$ cat src/hw/rtl/mdrc_pkg.sv
// ----------------------------------------------------------------------------
// mdrc_pkg
// Shared types, constants and helper function of the mesh distance and
// region count block.
// ----------------------------------------------------------------------------
package mdrc_pkg;

    localparam int NODES_DEF = 64;
    localparam int QDEPTH_DEF = 2;

    localparam int KIND_W = 2;
    localparam int CORE_W = 6;
    localparam int NODE_W = 6;
    localparam int DIM_W = 7;
    localparam int RAD_W = 7;
    localparam int ANS_W = 7;
    localparam int ROW_W = 9;
    localparam int CFG_IDX_W = 1;

    localparam logic [KIND_W-1:0] KIND_LOAD = 2'd0;
    localparam logic [KIND_W-1:0] KIND_DIST = 2'd1;
    localparam logic [KIND_W-1:0] KIND_REGION = 2'd2;

    localparam logic [CFG_IDX_W-1:0] REG_GRID_WIDTH = 1'd0;
    localparam logic [CFG_IDX_W-1:0] REG_GRID_HEIGHT = 1'd1;

    localparam logic [DIM_W-1:0] GRID_WIDTH_RST = 7'd6;
    localparam logic [DIM_W-1:0] GRID_HEIGHT_RST = 7'd8;

    localparam logic [ANS_W-1:0] ANS_MAX = 7'd127;

    typedef struct packed {
        logic              region;
        logic [NODE_W-1:0] node_a;
        logic [NODE_W-1:0] node_b;
        logic [RAD_W-1:0]  radius;
    } job_t;

    // nodes of one diamond row with half-width l around column x
    function automatic logic [ROW_W-1:0] row_nodes(
        input logic [NODE_W-1:0] x,
        input logic [RAD_W-1:0]  l,
        input logic [DIM_W-1:0]  w
    );
        logic [DIM_W:0]   xl;
        logic [DIM_W-1:0] right;
        logic [DIM_W-1:0] left;
        xl = {2'b00, x} + {1'b0, l};
        if (xl < {1'b0, w})
            right = l;
        else
            right = w - 7'd1 - {1'b0, x};
        if (l <= {1'b0, x})
            left = l;
        else
            left = {1'b0, x};
        return ROW_W'(1) + ROW_W'(right) + ROW_W'(left);
    endfunction

endpackage

$ cat src/hw/rtl/mesh_distance_and_region_count.sv
// ----------------------------------------------------------------------------
// mesh_distance_and_region_count
// Core-to-grid map with Manhattan distance and diamond region count queries.
//
//   channel   handshake               payload
//   input     push / full             kind, core_a, core_b, grid_index, radius
//   result    empty / pop             answer
//   config    cfg_valid / cfg_ready   cfg_index, cfg_data
//
// a load gives no result
// a distance query passes through lookup, 6 divide steps by the grid
// width, evaluation and hand-off to the result queue
// a region query also walks the diamond rows, up to 2 * radius + 1
// jobs and answers are queued two deep each; full rises while the lookup stage
// and the job queue are both taken, and reset empties both queues
// ----------------------------------------------------------------------------
module mesh_distance_and_region_count #(
    parameter int NODES = mdrc_pkg::NODES_DEF,
    parameter int QDEPTH = mdrc_pkg::QDEPTH_DEF
) (
    input  logic                            clk,
    input  logic                            rst_n,
    input  logic                            push,
    output logic                            full,
    input  logic [mdrc_pkg::KIND_W-1:0]     kind,
    input  logic [mdrc_pkg::CORE_W-1:0]     core_a,
    input  logic [mdrc_pkg::CORE_W-1:0]     core_b,
    input  logic [mdrc_pkg::NODE_W-1:0]     grid_index,
    input  logic [mdrc_pkg::RAD_W-1:0]      radius,
    output logic                            empty,
    input  logic                            pop,
    output logic [mdrc_pkg::ANS_W-1:0]      answer,
    input  logic                            cfg_valid,
    output logic                            cfg_ready,
    input  logic [mdrc_pkg::CFG_IDX_W-1:0]  cfg_index,
    input  logic [mdrc_pkg::DIM_W-1:0]      cfg_data
);
    import mdrc_pkg::*;

    localparam int JOB_W = $bits(job_t);

    logic [DIM_W-1:0] grid_width_reg;
    logic [DIM_W-1:0] grid_width_next;
    logic [DIM_W-1:0] grid_height_reg;
    logic [DIM_W-1:0] grid_height_next;
    logic [DIM_W-1:0] eff_width;
    logic [DIM_W-1:0] eff_height;

    logic             fq_push;
    logic             fq_full;
    job_t             fq_wdata;
    logic             fq_pop;
    logic             fq_empty;
    logic [JOB_W-1:0] fq_rdata;
    logic             rq_push;
    logic             rq_full;
    logic [ANS_W-1:0] rq_wdata;

    assign cfg_ready = 1'b1;
    assign eff_width = (grid_width_reg == '0) ? DIM_W'(1) : grid_width_reg;
    assign eff_height = (grid_height_reg == '0) ? DIM_W'(1) : grid_height_reg;

    always_comb
    begin
        grid_width_next = grid_width_reg;
        grid_height_next = grid_height_reg;
        if (cfg_valid && cfg_ready)
        begin
            case (cfg_index)
                REG_GRID_WIDTH:  grid_width_next = cfg_data;
                REG_GRID_HEIGHT: grid_height_next = cfg_data;
                default:
                begin
                    grid_width_next = grid_width_reg;
                end
            endcase
        end
    end

    always_ff @(posedge clk or negedge rst_n)
    begin
        if (!rst_n)
        begin
            grid_width_reg <= GRID_WIDTH_RST;
            grid_height_reg <= GRID_HEIGHT_RST;
        end
        else
        begin
            grid_width_reg <= grid_width_next;
            grid_height_reg <= grid_height_next;
        end
    end

    mdrc_front #(
        .NODES(NODES)
    ) u_front (
        .clk(clk),
        .rst_n(rst_n),
        .push(push),
        .full(full),
        .kind(kind),
        .core_a(core_a),
        .core_b(core_b),
        .grid_index(grid_index),
        .radius(radius),
        .q_push(fq_push),
        .q_full(fq_full),
        .q_data(fq_wdata)
    );

    mdrc_fifo #(
        .W(JOB_W),
        .DEPTH(QDEPTH)
    ) u_job_q (
        .clk(clk),
        .rst_n(rst_n),
        .push(fq_push),
        .full(fq_full),
        .wdata(fq_wdata),
        .pop(fq_pop),
        .empty(fq_empty),
        .rdata(fq_rdata)
    );

    mdrc_back u_back (
        .clk(clk),
        .rst_n(rst_n),
        .eff_width(eff_width),
        .eff_height(eff_height),
        .job_empty(fq_empty),
        .job_pop(fq_pop),
        .job(job_t'(fq_rdata)),
        .res_push(rq_push),
        .res_full(rq_full),
        .res_data(rq_wdata)
    );

    mdrc_fifo #(
        .W(ANS_W),
        .DEPTH(QDEPTH)
    ) u_res_q (
        .clk(clk),
        .rst_n(rst_n),
        .push(rq_push),
        .full(rq_full),
        .wdata(rq_wdata),
        .pop(pop),
        .empty(empty),
        .rdata(answer)
    );

endmodule

$ cat src/hw/rtl/mdrc_fifo.sv
// ----------------------------------------------------------------------------
// mdrc_fifo
// Small register queue with push/full and pop/empty sides.
// ----------------------------------------------------------------------------
module mdrc_fifo #(
    parameter int W = 8,
    parameter int DEPTH = 2
) (
    input  logic         clk,
    input  logic         rst_n,
    input  logic         push,
    output logic         full,
    input  logic [W-1:0] wdata,
    input  logic         pop,
    output logic         empty,
    output logic [W-1:0] rdata
);
    localparam int PW = (DEPTH > 1) ? $clog2(DEPTH) : 1;
    localparam int CW = $clog2(DEPTH + 1);

    logic [W-1:0]  mem [DEPTH];
    logic [PW-1:0] wr_ptr_reg;
    logic [PW-1:0] wr_ptr_next;
    logic [PW-1:0] rd_ptr_reg;
    logic [PW-1:0] rd_ptr_next;
    logic [CW-1:0] cnt_reg;
    logic [CW-1:0] cnt_next;
    logic          do_push;
    logic          do_pop;

    assign full = (cnt_reg == CW'(DEPTH));
    assign empty = (cnt_reg == '0);
    assign do_push = push && !full;
    assign do_pop = pop && !empty;
    assign rdata = mem[rd_ptr_reg];

    always_comb
    begin
        wr_ptr_next = wr_ptr_reg;
        rd_ptr_next = rd_ptr_reg;
        cnt_next = cnt_reg;
        if (do_push)
        begin
            wr_ptr_next = (wr_ptr_reg == PW'(DEPTH - 1)) ? '0 : wr_ptr_reg + PW'(1);
        end
        if (do_pop)
        begin
            rd_ptr_next = (rd_ptr_reg == PW'(DEPTH - 1)) ? '0 : rd_ptr_reg + PW'(1);
        end
        if (do_push && !do_pop)
        begin
            cnt_next = cnt_reg + CW'(1);
        end
        else if (do_pop && !do_push)
        begin
            cnt_next = cnt_reg - CW'(1);
        end
    end

    always_ff @(posedge clk or negedge rst_n)
    begin
        if (!rst_n)
        begin
            wr_ptr_reg <= '0;
            rd_ptr_reg <= '0;
            cnt_reg <= '0;
        end
        else
        begin
            wr_ptr_reg <= wr_ptr_next;
            rd_ptr_reg <= rd_ptr_next;
            cnt_reg <= cnt_next;
        end
    end

    always_ff @(posedge clk)
    begin
        if (do_push)
        begin
            mem[wr_ptr_reg] <= wdata;
        end
    end

endmodule

$ cat src/hw/rtl/mdrc_front.sv
// ----------------------------------------------------------------------------
// mdrc_front
// Accepts items, writes map entries on loads and looks up the grid nodes
// of queries, handing each query on as a job.
// ----------------------------------------------------------------------------
module mdrc_front #(
    parameter int NODES = 64
) (
    input  logic                          clk,
    input  logic                          rst_n,
    input  logic                          push,
    output logic                          full,
    input  logic [mdrc_pkg::KIND_W-1:0]   kind,
    input  logic [mdrc_pkg::CORE_W-1:0]   core_a,
    input  logic [mdrc_pkg::CORE_W-1:0]   core_b,
    input  logic [mdrc_pkg::NODE_W-1:0]   grid_index,
    input  logic [mdrc_pkg::RAD_W-1:0]    radius,
    output logic                          q_push,
    input  logic                          q_full,
    output mdrc_pkg::job_t                q_data
);
    import mdrc_pkg::*;

    localparam int AW = (NODES > 1) ? $clog2(NODES) : 1;
    localparam int EXT_W = (AW > CORE_W) ? AW : CORE_W;

    logic [NODE_W-1:0] map_store [NODES];

    logic [EXT_W-1:0]  ext_a;
    logic [EXT_W-1:0]  ext_b;
    logic [AW-1:0]     idx_a;
    logic [AW-1:0]     idx_b;
    logic              rng_a;
    logic              rng_b;
    logic              accept;
    logic              accept_query;
    logic              stg_valid_reg;
    logic              stg_valid_next;
    logic              stg_region_reg;
    logic              stg_rng_a_reg;
    logic              stg_rng_b_reg;
    logic [RAD_W-1:0]  stg_radius_reg;
    logic [NODE_W-1:0] rd_a_reg;
    logic [NODE_W-1:0] rd_b_reg;

    assign ext_a = EXT_W'(core_a);
    assign ext_b = EXT_W'(core_b);
    assign idx_a = ext_a[AW-1:0];
    assign idx_b = ext_b[AW-1:0];
    assign rng_a = (32'(core_a) < NODES);
    assign rng_b = (32'(core_b) < NODES);

    assign full = stg_valid_reg && q_full;
    assign accept = push && !full;
    assign accept_query = accept && ((kind == KIND_DIST) || (kind == KIND_REGION));

    assign q_push = stg_valid_reg;
    assign q_data.region = stg_region_reg;
    assign q_data.node_a = stg_rng_a_reg ? rd_a_reg : '0;
    assign q_data.node_b = stg_rng_b_reg ? rd_b_reg : '0;
    assign q_data.radius = stg_radius_reg;

    always_comb
    begin
        stg_valid_next = stg_valid_reg;
        if (accept_query)
        begin
            stg_valid_next = 1'b1;
        end
        else if (stg_valid_reg && !q_full)
        begin
            stg_valid_next = 1'b0;
        end
    end

    always_ff @(posedge clk or negedge rst_n)
    begin
        if (!rst_n)
        begin
            stg_valid_reg <= 1'b0;
        end
        else
        begin
            stg_valid_reg <= stg_valid_next;
        end
    end

    // map store write and lookup
    always_ff @(posedge clk)
    begin
        if (accept && (kind == KIND_LOAD) && rng_a)
        begin
            map_store[idx_a] <= grid_index;
        end
        if (accept_query)
        begin
            rd_a_reg <= map_store[idx_a];
            rd_b_reg <= map_store[idx_b];
            stg_region_reg <= (kind == KIND_REGION);
            stg_rng_a_reg <= rng_a;
            stg_rng_b_reg <= rng_b;
            stg_radius_reg <= radius;
        end
    end

    a_load_no_job: assert property (@(posedge clk) disable iff (!rst_n)
        (accept && (kind == KIND_LOAD) && !stg_valid_reg) |=> !stg_valid_reg)
        else $error("load transaction produced a job");

    a_query_job: assert property (@(posedge clk) disable iff (!rst_n)
        accept_query |=> stg_valid_reg)
        else $error("query transaction lost in front stage");

    a_stall_hold: assert property (@(posedge clk) disable iff (!rst_n)
        (stg_valid_reg && q_full) |=> stg_valid_reg)
        else $error("stalled job dropped");

endmodule

$ cat src/hw/rtl/mdrc_back.sv
// ----------------------------------------------------------------------------
// mdrc_back
// Executes jobs: divides node indexes by the grid width, then forms the
// distance or walks the diamond rows down and up to count its nodes.
// ----------------------------------------------------------------------------
module mdrc_back (
    input  logic                        clk,
    input  logic                        rst_n,
    input  logic [mdrc_pkg::DIM_W-1:0]  eff_width,
    input  logic [mdrc_pkg::DIM_W-1:0]  eff_height,
    input  logic                        job_empty,
    output logic                        job_pop,
    input  mdrc_pkg::job_t              job,
    output logic                        res_push,
    input  logic                        res_full,
    output logic [mdrc_pkg::ANS_W-1:0]  res_data
);
    import mdrc_pkg::*;

    localparam logic [2:0] ST_IDLE = 3'd0;
    localparam logic [2:0] ST_DIV = 3'd1;
    localparam logic [2:0] ST_EVAL = 3'd2;
    localparam logic [2:0] ST_DOWN = 3'd3;
    localparam logic [2:0] ST_UP = 3'd4;
    localparam logic [2:0] ST_DONE = 3'd5;

    localparam logic [2:0] DIV_LAST = 3'(NODE_W - 1);

    logic [2:0]        st_reg;
    logic [2:0]        st_next;
    logic [2:0]        cnt_reg;
    logic [2:0]        cnt_next;
    logic [NODE_W-1:0] dvd_a_reg;
    logic [NODE_W-1:0] dvd_a_next;
    logic [NODE_W-1:0] dvd_b_reg;
    logic [NODE_W-1:0] dvd_b_next;
    logic [NODE_W-1:0] rem_a_reg;
    logic [NODE_W-1:0] rem_a_next;
    logic [NODE_W-1:0] rem_b_reg;
    logic [NODE_W-1:0] rem_b_next;
    logic              region_reg;
    logic              region_next;
    logic [RAD_W-1:0]  radius_reg;
    logic [RAD_W-1:0]  radius_next;
    logic [RAD_W-1:0]  lvl_reg;
    logic [RAD_W-1:0]  lvl_next;
    logic [NODE_W-1:0] dnl_reg;
    logic [NODE_W-1:0] dnl_next;
    logic [DIM_W-1:0]  row_reg;
    logic [DIM_W-1:0]  row_next;
    logic [ANS_W-1:0]  ans_reg;
    logic [ANS_W-1:0]  ans_next;

    logic [NODE_W:0]   ta;
    logic [NODE_W:0]   tb;
    logic              ge_a;
    logic              ge_b;
    logic [NODE_W-1:0] dx;
    logic [NODE_W-1:0] dy;
    logic [ROW_W-1:0]  row_cnt;
    logic [ROW_W:0]    acc;
    logic [ANS_W-1:0]  acc_sat;

    assign ta = {rem_a_reg, dvd_a_reg[NODE_W-1]};
    assign tb = {rem_b_reg, dvd_b_reg[NODE_W-1]};
    assign ge_a = (ta >= eff_width);
    assign ge_b = (tb >= eff_width);

    // after the divide: dvd holds the row, rem the column
    assign dx = (rem_a_reg > rem_b_reg) ? rem_a_reg - rem_b_reg : rem_b_reg - rem_a_reg;
    assign dy = (dvd_a_reg > dvd_b_reg) ? dvd_a_reg - dvd_b_reg : dvd_b_reg - dvd_a_reg;

    assign row_cnt = row_nodes(rem_a_reg, lvl_reg, eff_width);
    assign acc = (ROW_W + 1)'(ans_reg) + (ROW_W + 1)'(row_cnt);
    assign acc_sat = (acc > (ROW_W + 1)'(ANS_MAX)) ? ANS_MAX : acc[ANS_W-1:0];

    assign job_pop = (st_reg == ST_IDLE) && !job_empty;
    assign res_push = (st_reg == ST_DONE);
    assign res_data = ans_reg;

    always_comb
    begin
        st_next = st_reg;
        cnt_next = cnt_reg;
        dvd_a_next = dvd_a_reg;
        dvd_b_next = dvd_b_reg;
        rem_a_next = rem_a_reg;
        rem_b_next = rem_b_reg;
        region_next = region_reg;
        radius_next = radius_reg;
        lvl_next = lvl_reg;
        dnl_next = dnl_reg;
        row_next = row_reg;
        ans_next = ans_reg;
        case (st_reg)
            ST_IDLE:
            begin
                if (!job_empty)
                begin
                    dvd_a_next = job.node_a;
                    dvd_b_next = job.node_b;
                    rem_a_next = '0;
                    rem_b_next = '0;
                    region_next = job.region;
                    radius_next = job.radius;
                    cnt_next = '0;
                    st_next = ST_DIV;
                end
            end
            ST_DIV:
            begin
                rem_a_next = ge_a ? NODE_W'(ta - NODE_W'(0) - eff_width) : ta[NODE_W-1:0];
                rem_b_next = ge_b ? NODE_W'(tb - NODE_W'(0) - eff_width) : tb[NODE_W-1:0];
                dvd_a_next = {dvd_a_reg[NODE_W-2:0], ge_a};
                dvd_b_next = {dvd_b_reg[NODE_W-2:0], ge_b};
                cnt_next = cnt_reg + 3'd1;
                if (cnt_reg == DIV_LAST)
                begin
                    st_next = ST_EVAL;
                end
            end
            ST_EVAL:
            begin
                if (region_reg)
                begin
                    lvl_next = radius_reg;
                    dnl_next = dvd_a_reg;
                    row_next = DIM_W'(dvd_a_reg) + DIM_W'(1);
                    ans_next = '0;
                    st_next = ST_DOWN;
                end
                else
                begin
                    ans_next = ANS_W'(dx) + ANS_W'(dy);
                    st_next = ST_DONE;
                end
            end
            ST_DOWN:
            begin
                ans_next = acc_sat;
                if ((lvl_reg == '0) || (dnl_reg == '0))
                begin
                    if (radius_reg == '0)
                    begin
                        st_next = ST_DONE;
                    end
                    else
                    begin
                        lvl_next = radius_reg - RAD_W'(1);
                        st_next = ST_UP;
                    end
                end
                else
                begin
                    lvl_next = lvl_reg - RAD_W'(1);
                    dnl_next = dnl_reg - NODE_W'(1);
                end
            end
            ST_UP:
            begin
                if (row_reg >= eff_height)
                begin
                    st_next = ST_DONE;
                end
                else
                begin
                    ans_next = acc_sat;
                    if (lvl_reg == '0)
                    begin
                        st_next = ST_DONE;
                    end
                    else
                    begin
                        lvl_next = lvl_reg - RAD_W'(1);
                        row_next = row_reg + DIM_W'(1);
                    end
                end
            end
            ST_DONE:
            begin
                if (!res_full)
                begin
                    st_next = ST_IDLE;
                end
            end
            default:
            begin
                st_next = ST_IDLE;
            end
        endcase
    end

    always_ff @(posedge clk or negedge rst_n)
    begin
        if (!rst_n)
        begin
            st_reg <= ST_IDLE;
            cnt_reg <= '0;
        end
        else
        begin
            st_reg <= st_next;
            cnt_reg <= cnt_next;
        end
    end

    always_ff @(posedge clk)
    begin
        dvd_a_reg <= dvd_a_next;
        dvd_b_reg <= dvd_b_next;
        rem_a_reg <= rem_a_next;
        rem_b_reg <= rem_b_next;
        region_reg <= region_next;
        radius_reg <= radius_next;
        lvl_reg <= lvl_next;
        dnl_reg <= dnl_next;
        row_reg <= row_next;
        ans_reg <= ans_next;
    end

    a_start_div: assert property (@(posedge clk) disable iff (!rst_n)
        job_pop |=> (st_reg == ST_DIV) && (cnt_reg == '0))
        else $error("job taken without starting the divide");

    a_done_leave: assert property (@(posedge clk) disable iff (!rst_n)
        (res_push && !res_full) |=> (st_reg == ST_IDLE))
        else $error("result transaction did not end the job");

    a_up_above: assert property (@(posedge clk) disable iff (!rst_n)
        (st_reg == ST_UP) |-> (row_reg > DIM_W'(dvd_a_reg)))
        else $error("upward walk below centre row");

endmodule

$ cat config.mk
export PLATFORM = sky130hd
export DESIGN_NAME = mesh_distance_and_region_count
export DESIGN_NICKNAME = d
export VERILOG_FILES = /design/src/hw/rtl/mdrc_pkg.sv /design/src/hw/rtl/mesh_distance_and_region_count.sv /design/src/hw/rtl/mdrc_fifo.sv /design/src/hw/rtl/mdrc_front.sv /design/src/hw/rtl/mdrc_back.sv
export SDC_FILE = /design/constraint.sdc
export NUM_CORES = 1
export LEC_CHECK = 0
export ABC_AREA = 1
export BUFFER_PORTS_ARGS = -buffer_cell sky130_fd_sc_hd__buf_2
export CAP_MARGIN = 5
export CELL_PAD_IN_SITES_DETAIL_PLACEMENT = 1
export CELL_PAD_IN_SITES_GLOBAL_PLACEMENT = 2
export CORE_UTILIZATION = 42
export DETAILED_ROUTE_END_ITERATION = 12
export PLACE_DENSITY_LB_ADDON = 0.15
export SYNTH_ARGS = -nofsm -noshare
export SYNTH_HDL_FRONTEND = slang
export SYNTH_SLANG_ARGS = --single-unit
$ cat constraint.sdc
create_clock -name clk -period 7.2 [get_ports clk]
set_input_delay 0.72 -clock clk [delete_from_list [all_inputs] [get_ports clk]]
set_output_delay 0.72 -clock clk [all_outputs]
set_load 0.02 [all_outputs]
# Word level (Yosys, flattened, before mapping)

Memories as Yosys holds them, arrays and structs flattened. A register that Yosys moved wholly into a read port is not among the register bits.
Index checks and enable logic that the tools add are counted.

Bits in registers: 96
RAM bits: 438
Bits of input ports: 40
Output and inout bits: 10
Logic and storage cells: 191
Memories kept: 3

Add/sub/neg operators: 27
$lt $le $gt $ge: 8
Equal/unequal tests: 20
Mux-type cells: 59
Bitwise gates (word level): 2
Reduce and logical (&&, ||, !) cells: 49

Memory list:

| name              | words | width | read ports | clocked after memory_dff | wr ports | line             | source |
|---|---|---|---|---|---|---|---|
| u_front.map_store | 64    | 6     | 2          | 2                        | 1        | mdrc_front.sv:27 | `logic [NODE_W-1:0] map_store [NODES];` |
| u_job_q.mem       | 2     | 20    | 1          | 0                        | 1        | mdrc_fifo.sv:21  | `logic [W-1:0] mem [DEPTH];` |
| u_res_q.mem       | 2     | 7     | 1          | 0                        | 1        | mdrc_fifo.sv:21  |  |

Operator list:

| cell                  | number |
|---|---|
| $mux W7               | 15 |
| $pmux W6 S2           | 5 |
| $mux W6               | 9 |
| $pmux W7 S3           | 2 |
| $sub A6 B6 Y6         | 6 |
| $logic_not A7 Y1      | 4 |
| $mux W3               | 8 |
| $ge A7 B7 Y1          | 3 |
| $sub A7 B1 Y7 const B | 3 |
| $pmux W3 S6           | 1 |
| $pmux W7 S2           | 1 |
| $logic_and A1 B1 Y1   | 13 |
| $mux W1               | 13 |
| $gt A6 B6 Y1          | 2 |
| $reduce_bool A2 Y1    | 6 |
| $add A7 B9 Y10        | 1 |
| $gt A10 B7 Y1 const B | 1 |
| $ne A2 B2 Y1 const B  | 5 |
| $reduce_and A2 Y1     | 5 |
| $reduce_and A5 Y1     | 2 |
| $add A9 B7 Y9         | 1 |
| $eq A3 B3 Y1 const B  | 3 |
| $logic_not A1 Y1      | 9 |
| $add A1 B7 Y8 const A | 1 |
| other kinds (29)      | 46 |

# Depth between registers and ports, before layout

Word-level depth: 12
Depth in mapped cells: 37
Mapped depth without buffers: 37

# Cells and area by module

From an unflattened synthesis, not the netlist that was laid out.

Cell total of the unflattened synthesis: 3,596
Area, all modules: 30,857.1 um2

Modules (own cells, without submodules):

| module                         | instances | cells each | area an instance (um2) | seq. area each (um2) |
|---|---|---|---|---|
| mdrc_front                     | 1         | 2,463      | 20,883.8               | 12,156.7 |
| mdrc_back                      | 1         | 849        | 6,867.8                | 1,921.8 |
| mdrc_fifo (u_job_q)            | 1         | 136        | 1,687.9                | 1,301.2 |
| mdrc_fifo (u_res_q)            | 1         | 68         | 738.2                  | 520.5 |
| mesh_distance_and_region_count | 1         | 80         | 679.4                  | 354.1 |

# Worst setup path before layout

OpenSTA, ideal clock, no wires.

Kind: register -> register
Start point: register u_back.lvl_reg[0]
End point: register u_back.ans_reg[6] (netlist: u_back.res_data[6]), data pin
Library setup time: 0.256 ns
Data arrival time: 5.112 ns
Data required time: 6.944 ns
Path slack: 1.832 ns
Cell stages (with the launch flop): 33
Path buffers: 0
Cell sequence: edfxtp_1 -> ha_1 -> fa_1 -> nand3_1 -> nand2_1 -> nand2_1 -> nand2_1 -> a21oi_1 -> xnor2_1 -> ha_1 -> inv_1 -> o21bai_1 -> nor2_8 -> nand2_4 -> nand2_1 -> o21ai_2 -> inv_1 -> ha_1 -> inv_1 -> fa_1 -> o21ai_0 -> a21oi_1 -> o21ai_0 -> xnor2_1 -> inv_1 -> ha_1 -> nand2_1 -> o21ai_0 -> nand2_1 -> nand3_1 -> nand4_1 -> nand2_1 -> nand2_1

Word-level cells in the longest chain between the ends: 10
Elaborated cells on any way between the ends: 12
Those cells by class: add/sub: 4; order compare: 3; mux: 5

Ends and longest elaborated chain:

| element                | line             | source |
|---|---|---|
| from (decl)            | mdrc_back.sv:45  | `logic [RAD_W-1:0] lvl_reg;` |
| from (signal assigned) | mdrc_back.sv:215 | `lvl_reg <= lvl_next;` |
| $add A6 B7 Y8          | mdrc_pkg.sv:48   | `xl = {2'b00, x} + {1'b0, l};` |
| $lt A8 B7 Y1           | mdrc_pkg.sv:49   | `if (xl < {1'b0, w})` |
| $mux W7                | mdrc_pkg.sv:49   |  |
| $add A1 B7 Y8          | mdrc_pkg.sv:57   | `return ROW_W'(1) + ROW_W'(right) + ROW_W'(left);` |
| $add A9 B7 Y9 (*)      | mdrc_pkg.sv:57   |  |
| $add A7 B9 Y10 (*)     | mdrc_back.sv:74  | `assign acc = (ROW_W + 1)'(ans_reg) + (ROW_W + 1)'(row_cnt);` |
| $gt A10 B7 Y1          | mdrc_back.sv:75  | `assign acc_sat = (acc > (ROW_W + 1)'(ANS_MAX)) ? ANS_MAX : acc[ANS_W-1:0];` |
| $mux W7 (*)            | mdrc_back.sv:75  |  |
| $mux W7                | mdrc_back.sv:161 | `if (row_reg >= eff_height)` |
| $pmux W7 S3 (*)        | mdrc_back.sv:95  | `case (st_reg)` |
| net u_back.ans_next[6] | mdrc_back.sv:52  | `logic [ANS_W-1:0] ans_next;` |
| to (signal assigned)   | mdrc_back.sv:218 | `ans_reg <= ans_next;` |
| to (decl)              | mdrc_back.sv:51  | `logic [ANS_W-1:0] ans_reg;` |

Mark *: on every way through the listed nets, which the timed path passes. The rest lies on a longest branch. The select of a mux whose other input is x is not followed.
A chain may end at the register's enable or synchronous reset.

# Worst setup path after layout

Start point: register u_back.lvl_reg[0]
End point: register u_back.ans_reg[0] (netlist: u_back.res_data[0]), data pin

The elaborated chain is that of the path after synthesis.

==> metrics.md <==
| Metric | Value |
|---|---|
| Maximum level of the CTS H-tree | `2` |
| Pin count of the biggest net entering global routing | `77` |
| Post-Synthesis Cells | `2703` |
| Top reg by flops | `u_front.map_store` |
| Unrepaired setup endpoints after global routing | `no` |
| Initial antenna violation count | `2` |
| Area growth from synthesis to layout | `12.0%` |
| WS Path Type | `reg -> reg` |
| Sequential fraction of the synthesis area | `58.1%` |
| Commonest cells after routing, fill and taps aside | `edfxtp_1 (517), nand2_1 (393), o21ai_0 (316), nor2_1 (302), inv_1 (253)` |
| FP Rows | `94` |
| Slack of the worst reg-to-reg path | `0.91 ns` |
| Layout cells sized above 1 | `8.51%` |
| Root Buffer | `clkbuf_16` |
| Clk slew on worst S/H paths | `0.06 ns` |
| Max FFs per register | `384` |
| # IOs | `50` |
| Inst Count DP | `3525` |
| Warnings, synthesis | `0` |
| CTS tree | `done` |
| Layout Cells excl Fill | `3637` |
| PnR worst setup slack | `0.914 ns` |
| Worst Setup End Kind | `register` |
| Die Wd | `260 um` |
| Setup Viol. Count Final | `0` |
| Port Buf Inserts | `48` |
| Crit path max-delay cell type | `edfxtp_1` |
| Initial drt markers | `1649` |
| Inserted Clock Buffers | `61` |
| Yosys cell types | `68` |
| Synth Register Bits | `546` |
| Min-delay worst type | `in -> async` |
| Net count, final | `2875` |
| Vias per cell | `5.97` |
| Core ar. | `65900 um2` |
| Slew headroom | `24.3%` |
| Finished Core Util | `47.6%` |
| Drt total wl | `95.5 mm` |
| DP Worst Slack | `0.880 ns` |
| Clk sink count | `546` |
| Worst setup SP type | `register` |
| Aggregate global routing overflow | `0` |
| Period utilization | `87.3%` |
| Async S/R FF share, synth | `5.31%` |
| First-pass GRT wire length | `142 mm` |
| Max Cap Violations | `0` |
| DP Wirelength | `63.4 mm` |
| Post-synth EDFFs | `517` |
| Vias in the first global route | `22700` |
| Power Density | `486 nW/um2` |
| Antenna Violating Nets Remaining | `0` |
| Via count | `21700` |
| Hold violation total from the final report | `0` |
| Crit path max-delay family | `adder cells` |
| Postcts setup bufs | `0` |
| Commonest non-fill, non-tap cell in the layout | `edfxtp_1` |
| Die area | `67700 um2` |
| Antenna cells | `0` |
| Post-CTS resize count | `0` |
| Leakage | `11.6 nW` |
| Delay of the slowest critical-path stage | `0.48 ns` |
| CP arrival | `6.66 ns` |
| Slew Viols, Final | `0` |
| Synth Cell Area | `28000 um2` |
| CP dominant cell by count | `nand2_1` |
| Prevailing post-synth register cell | `edfxtp_1` |
| WL/cell | `26.3 um` |
| Later-pin clock latency in the skew report | `0.66 ns` |
| Max VDD drop | `620 uV` |
| Starting Density | `42.5%` |
| GRT Total Usage | `28.4%` |
| CP required | `7.58 ns` |
| Drt first pass iters | `5` |
| Crit path buf inv count | `4` |
| Status | `finished, final reports clean` |
| Syn nets | `2854` |
| Largest registers | `u_front.map_store: 384 flops, u_job_q.mem: 40 flops, u_res_q.mem: 14 flops` |
| Minimum clock period | `6.29 ns` |
| Maximum fanout along the worst path | `8` |
| Die Span Y | `260 um` |
| Final GP Congestion | `0.907` |
| Fmax | `159 MHz` |
| DRC errors left | `0` |
| Max clock buf depth | `3` |
| CTS Hold Buffers Added | `0` |
| Slew @ Worst Pin | `1.13 ns` |
| Syn_area_per_cell | `10.4 um2` |
| Post-Route Skew | `0.0408 ns` |
| Setup TNS | `0 ns` |
[cell type report]
type | instances | area [um2]
clock buffer | 69 | 1560
inverter | 262 | 986
fill | 7169 | 34500
tap | 864 | 1080
timing repair buffer | 91 | 609
multi-input combinational | 1762 | 10300
clock inverter | 43 | 574
sequential | 546 | 16300
[worst reg2reg max path, delay by kind of cell (launching register included)]
family	cells	cell delay [ns]
AOI/OAI and AO/OA	7	1.59
xor gates and xnor gates	3	0.45
adders and majority gates	6	1.88
buffers and inverters	4	0.27
DFF	1	0.48
and+or+nand+nor	14	1.37
[cells in the mapped netlist (all sizes together) (38+ instances only)]
cell type / count / share of area [%]
o21ai: 318 / 5.7
nand2: 401 / 5.5
edfxtp: 517 / 55
nand4: 51 / 1.1
a22oi: 54 / 1.4
a21oi: 111 / 2.0
nand3: 38 / 0.72
a221oi: 71 / 2.2
nor2: 307 / 4.2
ha: 100 / 4.5
o22ai: 54 / 1.2
clkbuf: 105 / 1.4
inv: 258 / 3.5
[report_power, final]
part	switching, W	internal, W	total, W
sequential	0.000295	0.00398	0.00428
clock	0.00135	0.00199	0.00333
combinational	0.00470	0.00292	0.00762
total	0.00634	0.00889	0.0152
[final timing paths]
path / startpoint / end / cells past startpoint
max: u_back.lvl_reg[0] / u_back.res_data[0] / 34
min reg2reg: u_front.rd_a_reg[2] / u_job_q.mem[1][15] / 0
min in group clk: radius[4] / u_front.stg_radius_reg[4] / 1
min: rst_n / u_job_q.cnt_reg[1] / 1
max reg2reg: u_back.lvl_reg[0] / u_back.res_data[0] / 34
max in group asynchronous: rst_n / u_res_q.rd_ptr_reg / 1
[cell families (layout without fill, tap and decap cells)]
family,Yosys count,in the layout,synth area share (%)
adder cells (fa/ha/maj),111,111,5.26
buffers and inverters,395,465,5.40
multiplexers,9,9,0.331
XOR/XNOR,62,62,1.94
flip-flops,546,546,58.1
AND/OR/NAND/NOR,842,842,12.5
other,2,2,0.0268
AO/OA/AOI/OAI,736,736,16.4
[routing by layer]
layer | vias to the layer above | share of wire (%) | global-route usage [%] | routed length (um)
met3 | 241 | 5.7 | 3.64 | 5410
met4 | 2 | 5.0 | 13.6 | 4760
met1 | 10900 | 41 | 35.7 | 38900
met2 | 737 | 49 | 48.5 | 46400
met5 | - | 0.019 | 0 | 18
li1 | 9800 | - | - | -
[through the flow]
stage          total power, W  area [um2]  hold WS [ns]
4_1_cts                0.0154       31300         0.137
6_report               0.0152       31300         0.140
5_1_grt                0.0165       31300         0.173
3_3_place_gp           0.0117       29200         0.427
3_5_place_dp           0.0120       29200         0.435
2_1_floorplan         0.00996       28000         0.421
Power figures use the tool's default switching activity.
